### config.mk
export PLATFORM = sky130hd
export DESIGN_NAME = ppi_ctrl
export DESIGN_NICKNAME = d
export VERILOG_FILES = /design/src/rtl/ppi_pkg.sv /design/src/rtl/ppi_ctrl.sv
export SDC_FILE = /design/constraint.sdc
export NUM_CORES = 1
export LEC_CHECK = 0
export ABC_AREA = 1
export BUFFER_PORTS_ARGS = -buffer_cell sky130_fd_sc_hd__buf_4
export CAP_MARGIN = 15
export CORE_MARGIN = 8
export CORE_UTILIZATION = 48
export DETAILED_ROUTE_END_ITERATION = 16
export HOLD_SLACK_MARGIN = 0.12
export PLACE_DENSITY = 0.77
export SYNTH_ARGS = -nofsm -noshare
export SYNTH_HDL_FRONTEND = slang
export SYNTH_SLANG_ARGS = --single-unit
### constraint.sdc
create_clock -name clk -period 1.9 [get_ports clk]
set_input_delay 0.57 -clock clk [delete_from_list [all_inputs] [get_ports clk]]
set_output_delay 0.57 -clock clk [all_outputs]
set_load 0.01 [all_outputs]
### src/rtl/ppi_pkg.sv
`default_nettype none
package ppi_pkg;

	localparam logic [1:0] KIND_TICK    = 2'd0;
	localparam logic [1:0] KIND_POSE    = 2'd1;
	localparam logic [1:0] KIND_RESTART = 2'd2;

	localparam logic [1:0] REG_START_X       = 2'd0;
	localparam logic [1:0] REG_START_Y       = 2'd1;
	localparam logic [1:0] REG_START_HEADING = 2'd2;

	localparam logic [16:0] RAD_STEP  = 17'd102944;
	localparam logic [17:0] TURN_GAIN = 18'd166886;
	localparam logic [17:0] DT_LIMIT  = 18'd131072;
	localparam logic signed [31:0] Q30_ONE = 32'sd1073741824;

	typedef struct packed {
		logic [1:0]          kind;
		logic                command_valid;
		logic signed [15:0]  translation_velocity;
		logic signed [15:0]  rotation_velocity;
		logic [17:0]         elapsed_time;
		logic signed [31:0]  new_x;
		logic signed [31:0]  new_y;
		logic [15:0]         new_heading;
	} item_t;

	typedef enum logic [2:0] {
		MS_NONE, MS_WDT, MS_GAIN, MS_VDT, MS_VDT_C, MS_VDT_S, MS_NUM_X, MS_NUM_Y
	} mul_sel_t;

	typedef struct packed {
		logic     accept;
		mul_sel_t mul_sel;
		logic     step_load;
		logic     turn;
		logic     sc_start;
		logic     sc_h1;
		logic     sc_capture;
		logic     div_start;
		logic     add_x_line;
		logic     add_y_line;
		logic     add_x_arc;
		logic     add_y_arc;
		logic     out_load;
	} cmd_t;

	typedef struct packed {
		logic v_zero;
		logic w_zero;
		logic sc_done;
		logic div_done;
	} stat_t;

	typedef enum logic [4:0] {
		S_IDLE, S_WDT, S_GAIN, S_STEP, S_DECIDE, S_SC0_WAIT, S_SC1_GO, S_SC1_WAIT,
		S_ST_VDT, S_ST_CX, S_ST_SX, S_ST_FY, S_ARC_NX, S_DIVX_GO, S_DIVX_WAIT,
		S_ARC_NY, S_DIVY_GO, S_DIVY_WAIT, S_FIN
	} state_t;

	// series term divisors and floor(2^32 / divisor)
	function automatic logic [15:0] div_const(input logic [2:0] j);
		logic [15:0] c;
		case (j)
			3'd0: c = 16'd6;
			3'd1: c = 16'd120;
			3'd2: c = 16'd5040;
			3'd3: c = 16'd24;
			3'd4: c = 16'd720;
			default: c = 16'd40320;
		endcase
		return c;
	endfunction

	function automatic logic [31:0] div_recip(input logic [2:0] j);
		logic [31:0] m;
		case (j)
			3'd0: m = 32'd715827882;
			3'd1: m = 32'd35791394;
			3'd2: m = 32'd852176;
			3'd3: m = 32'd178956970;
			3'd4: m = 32'd5965232;
			default: m = 32'd106522;
		endcase
		return m;
	endfunction

endpackage
`default_nettype wire

### src/rtl/ppi_ctrl.sv
`default_nettype none
module ppi_ctrl import ppi_pkg::*; (
	input  wire logic       clk,
	input  wire logic       arst_n,
	input  wire logic       s_tvalid,
	output logic            s_tready,
	input  wire logic [1:0] kind,
	output logic            m_tvalid,
	input  wire logic       m_tready,
	output cmd_t            cmd,
	input  wire stat_t      stat
);

	state_t state_q, state_d;
	logic m_tvalid_q;
	logic out_free;

	assign out_free = !m_tvalid_q || m_tready;

	always_comb begin
		state_d = state_q;
		case (state_q)
			S_IDLE: if (s_tvalid) state_d = (kind == KIND_TICK) ? S_WDT : S_FIN;
			S_WDT: state_d = S_GAIN;
			S_GAIN: state_d = S_STEP;
			S_STEP: state_d = S_DECIDE;
			S_DECIDE: state_d = stat.v_zero ? S_FIN : S_SC0_WAIT;
			S_SC0_WAIT: if (stat.sc_done) state_d = stat.w_zero ? S_ST_VDT : S_SC1_GO;
			S_SC1_GO: state_d = S_SC1_WAIT;
			S_SC1_WAIT: if (stat.sc_done) state_d = S_ARC_NX;
			S_ST_VDT: state_d = S_ST_CX;
			S_ST_CX: state_d = S_ST_SX;
			S_ST_SX: state_d = S_ST_FY;
			S_ST_FY: state_d = S_FIN;
			S_ARC_NX: state_d = S_DIVX_GO;
			S_DIVX_GO: state_d = S_DIVX_WAIT;
			S_DIVX_WAIT: if (stat.div_done) state_d = S_ARC_NY;
			S_ARC_NY: state_d = S_DIVY_GO;
			S_DIVY_GO: state_d = S_DIVY_WAIT;
			S_DIVY_WAIT: if (stat.div_done) state_d = S_FIN;
			S_FIN: if (out_free) state_d = S_IDLE;
			default: state_d = S_IDLE;
		endcase
	end

	always_comb begin
		cmd = '0;
		s_tready = 1'b0;
		case (state_q)
			S_IDLE: begin
				s_tready = 1'b1;
				cmd.accept = s_tvalid;
			end
			S_WDT: cmd.mul_sel = MS_WDT;
			S_GAIN: cmd.mul_sel = MS_GAIN;
			S_STEP: cmd.step_load = 1'b1;
			S_DECIDE: begin
				cmd.turn = stat.v_zero;
				cmd.sc_start = !stat.v_zero;
			end
			S_SC0_WAIT: cmd.sc_capture = stat.sc_done;
			S_SC1_GO: begin
				cmd.sc_start = 1'b1;
				cmd.sc_h1 = 1'b1;
			end
			S_ST_VDT: cmd.mul_sel = MS_VDT;
			S_ST_CX: cmd.mul_sel = MS_VDT_C;
			S_ST_SX: begin
				cmd.add_x_line = 1'b1;
				cmd.mul_sel = MS_VDT_S;
			end
			S_ST_FY: cmd.add_y_line = 1'b1;
			S_ARC_NX: cmd.mul_sel = MS_NUM_X;
			S_DIVX_GO: cmd.div_start = 1'b1;
			S_DIVX_WAIT: cmd.add_x_arc = stat.div_done;
			S_ARC_NY: cmd.mul_sel = MS_NUM_Y;
			S_DIVY_GO: cmd.div_start = 1'b1;
			S_DIVY_WAIT: cmd.add_y_arc = stat.div_done;
			S_FIN: cmd.out_load = out_free;
			default: ;
		endcase
	end

	always_ff @(posedge clk or negedge arst_n) begin
		if (!arst_n) begin
			state_q <= S_IDLE;
			m_tvalid_q <= 1'b0;
		end else begin
			state_q <= state_d;
			if (cmd.out_load) m_tvalid_q <= 1'b1;
			else if (m_tready) m_tvalid_q <= 1'b0;
		end
	end

	assign m_tvalid = m_tvalid_q;

endmodule
`default_nettype wire

After elaboration in Yosys (flattened, before gate mapping) --
Cells that the tools add are included.
Word-level totals: input port bits 10, register bits 6, output and inout port bits 17, logic and storage cells 60
Operators by class: equal/unequal tests 24, muxes and demuxes 26, reduce and logical (&&, ||, !) cells 8
Operator list (number):
- $pmux 5 s19 | 1
- $eq 5x4->1 const B | 8
- $mux 5 | 8
- $pmux 3 s7 | 1
- $eq 5x3->1 const B | 4
- $eq 5x5->1 const B | 3
- $mux 1 | 14
- $ne 2x2->1 const B | 6
- $eq 5x2->1 const B | 2
- $reduce_and 6->1 | 1
- $eq 5x1->1 const B | 1
- $logic_not 5->1 | 1
- $mux 4 | 1
- $logic_not 1->1 | 2
- $logic_not 2->1 | 1
- $pmux 1 s2 | 1
- $reduce_bool 2->1 | 1
- $reduce_or 2->1 | 1
- $logic_or 1x1->1 | 1

Depth between registers and ports, before layout --
depth after elaboration 4, gate-level depth with buffers 10, depth with buffers taken out 10

Worst setup path after synthesis --
OpenSTA, ideal clock, no wires.
path kind register -> output, from reg state_q[4], to out cmd[6] (netlist name), data required time 1.330 ns, path buffers 1, setup slack 0.168 ns, arrival time 1.162 ns, stages on the path, launching flop included 5, cells stage by stage dfrtp_1 > buf_2 > nor2_1 > inv_1 > nor4_1
RTL lines:
- from (decl) | line ppi_ctrl.sv:14 | state_t state_q, state_d;
- from (signal assigned) | line ppi_ctrl.sv:89 | state_q <= state_d;
- to (decl) | line ppi_ctrl.sv:10 | output cmd_t cmd,

==> Flow_metrics.wiki <==
{| class="wikitable"
! Metric !! Value
|-
| Result of the run || finished, violations left
|-
| Violations in the final reports || negative setup slack
|-
| VDD IR-drop max || 0.00107 V
|-
| Fin crit period || 2.01 ns
|-
| Layout cells sized above 1 || 45.5%
|-
| Number of library cell types mapped by synthesis || 18
|-
| Initial core utilization || 49.6%
|-
| Worst Slack Setup Final || -0.109 ns
|-
| Width of the chip || 55.0 µm
|-
| CTS H-Tree Depth || 1
|-
| Pwr dens || 1430 mW/mm²
|-
| Drt first-iter violations || 42
|-
| Share of flip-flops with an asynchronous set or reset after synthesis || 100%
|-
| Clk slew on worst S/H paths || 0.05 ns
|-
| Final standard cell area without fillers || 0.00122 mm²
|-
| Portion of synthesized cell area occupied by the leading cell type || 20.6%
|-
| Number of antenna violations at the first check in global routing || 0
|-
| Leading post-synthesis cells by instance count || nand2_1, nor2_1, inv_1, nand3_1
|-
| Leading area contributor after synthesis || dfrtp_1
|-
| Ratio of final minimum period to clock period || 106%
|-
| Number of buffers on the longest clock path || 2
|-
| Worst min-delay path class || input port to flip-flop
|-
| CTS tree || built
|-
| Final core occ || 83.0%
|-
| Net count, final || 199
|-
| Via count of the first global-routing pass || 986
|-
| Most area-consuming cells after synthesis || dfrtp_1, nand2_1, nor2_1, nand3_1, inv_1
|-
| Residual DRC count || 0
|-
| Highest cell delay on the worst timing path || 0.48 ns
|-
| Post-synthesis cell area || 729 µm²
|-
| Instance area after placement || 985 µm²
|-
| Number of vias in the routed layout || 1,099
|-
| Placer congestion estimate || 1.01
|-
| Setup repair after global routing missed its margin || yes
|-
| Chip Height || 55.0 µm
|-
| Setup Skew || 0.000949 ns
|-
| Post-Syn Instances || 137
|-
| Worst slew margin relative to its limit || 77.8%
|-
| CTS Buf Count || 3
|-
| Clock tree sinks || 6
|-
| Total Die Area || 0.00302 mm²
|-
| Global-route wire length before repair || 4.26 mm
|-
| I/O pin count || 27
|-
| Avg Cell Area, Syn || 5.32 µm²
|-
| Count of input and output buffers || 26
|-
| Hold Violations, Final || 0
|-
| Antenna fix cells || 0
|-
| Crit path arrival time || 1.44 ns
|-
| Nature of the critical path startpoint || flip-flop
|-
| Post-DP HPWL || 1.94 mm
|-
| Most numerous cell in the Yosys netlist || nand2_1
|-
| Wire length after detailed routing || 2.74 mm
|-
| Register bit total from synthesis || 6
|-
| Number of warnings reported in the yosys synthesis log || 0
|-
| Clock latency reported for the late side of the worst-skew pair || 0.25 ns
|-
| Count of TritonRoute iterations in the first routing pass || 4
|-
| Total grt overflow || 0
|-
| Num rows || 14
|-
| Setup CP Type || flip-flop to primary output
|-
| List of cells traversed by the critical path || inv_2 > nor2_2 > nand4_1 > inv_1 > buf_4
|-
| Detailed-route vias per instance || 5.41
|-
| Max-cap violations || 0
|-
| Number of flops mapped to enable cells by yosys || 0
|-
| Cell at the slowest stage of the critical path || dfrtp_2
|-
| Filler instances || 111
|-
| Final Slew Violations || 0
|-
| Final Power || 0.00175 W
|-
| Clock root buffer || clkbuf_4
|-
| Setup Total Neg Slack || -0.797 ns
|-
| All-Layer GR Usage || 18.7%
|-
| Kind of end point of the critical path || primary output
|-
| Required time reported for the critical path endpoint || 1.33 ns
|-
| Largest net degree at the start of global routing || 10
|-
| Leak || 0.733 nW
|-
| Core Footprint || 0.00147 mm²
|-
| Share of synthesized area occupied by flip-flops and latches || 20.6%
|-
| Area added between synthesis and finish || 67.4%
|-
| Actual slew at the worst max-slew pin || 0.333 ns
|-
| Antenna violation net count after detailed routing || 0
|-
| Wire length per cell after detailed routing || 13.5 µm
|-
| Primary FF master, synth || dfrtp_1
|-
| Peak clock frequency supported by timing || 498 MHz
|-
| Setup violation total in the final timing report || 14
|-
| Mapped Nets || 147
|-
| Highest net fanout along the worst path || 7
|}
[power breakdown]
part / internal (W) / switching (W) / total, W
clock: 0.0000716 / 0.0000484 / 0.000120
sequential: 0.000190 / 0.0000999 / 0.000290
combinational: 0.000600 / 0.000739 / 0.00134
[layout by cell type (no fill, tap or decap)]
cell type and count:
buf_4 44, nand2_1 36, nor2_1 20, nand3_1 17, inv_1 14, inv_2 9, nor2_4 6, nor2_2 6
nand2_2 5, nand4_1 4, dfrtp_2 4, a21oi_1 3, clkbuf_4 3, buf_6 3, dfrtp_1 2, inv_4 1
nand3_2 1, nand2_4 1, nor3_2 1, o211ai_1 1, o21ai_1 1, nor4_4 1, nor3b_1 1, nand3b_1 1
o21ai_0 1, dlygate4sd3_1 1
[routing by layer]
| metal | vias up | global-route usage (%) | wire (µm) |
|---|---|---|---|
| met2 | 69 | 30.2 | 1270 |
| met3 | 10 | 5.88 | 274 |
| met4 | 0 | 6.80 | 78 |
| met5 | - | 0 | 0 |
| li1 | 530 | - | - |
| met1 | 490 | 22.8 | 1120 |
[kinds of logic (layout without fill, tap and decap cells)]
logic type,Yosys count,in the layout,synth area share (%)
buffers and inverters,25,75,13.0
AND/OR/NAND/NOR,100,100,61.9
flip-flops,6,6,20.6
AO/OA/AOI/OAI,6,6,4.46
[final timing paths]
kind,startpoint,endpoint,slack [ns],cells after the start
min in group asynchronous,arst_n,m_tvalid,0.67,2
min,m_tready,m_tvalid,0.53,2
max in group asynchronous,arst_n,state_q[0],1.11,2
max reg2reg,state_q[2],state_q[4],0.41,9
min reg2reg,m_tvalid,m_tvalid,0.57,2
max,state_q[2],cmd[9],-0.11,5
[cell type report]
| cell class | instances | area, µm² | share of cell area, % |
|---|---|---|---|
| multi-input combinational | 106 | 557 | 45.6 |
| timing repair buffer | 48 | 374 | 30.6 |
| sequential | 6 | 155 | 12.7 |
| inverter | 24 | 92.6 | 7.58 |
| clock buffer | 3 | 22.5 | 1.84 |
| tap | 16 | 20.0 | 1.64 |
[through the flow]
stage	hold WS, ns	std cells	setup WS, ns
2_1_floorplan	0.274	137	0.168
3_3_place_gp	0.379	184	0.0914
3_5_place_dp	0.381	184	0.0668
4_1_cts	0.527	195	-0.0581
5_1_grt	0.558	203	-0.202
6_report	0.527	203	-0.109
[worst max-delay path, delay by kind of cell (launching register included)]
| family | cells | cell delay [ns] |
|---|---|---|
| DFF | 1 | 0.48 |
| and+or+nand+nor | 2 | 0.38 |
| buffers and inverters | 3 | 0.32 |
[sequential cells by signal (all words and copies together) (netlist names)]
register	flops
state_q	5
m_tvalid	1
[timing repair]
action                                 CTS  global route
hold buffers                             1             0
pin swaps                                2             5
gates resized for setup                 17            15
endpoints found under the hold margin    6             0
setup endpoints to repair               15            16
setup buffers                            7             8
No activity file was read; power rests on OpenSTA's default activity.
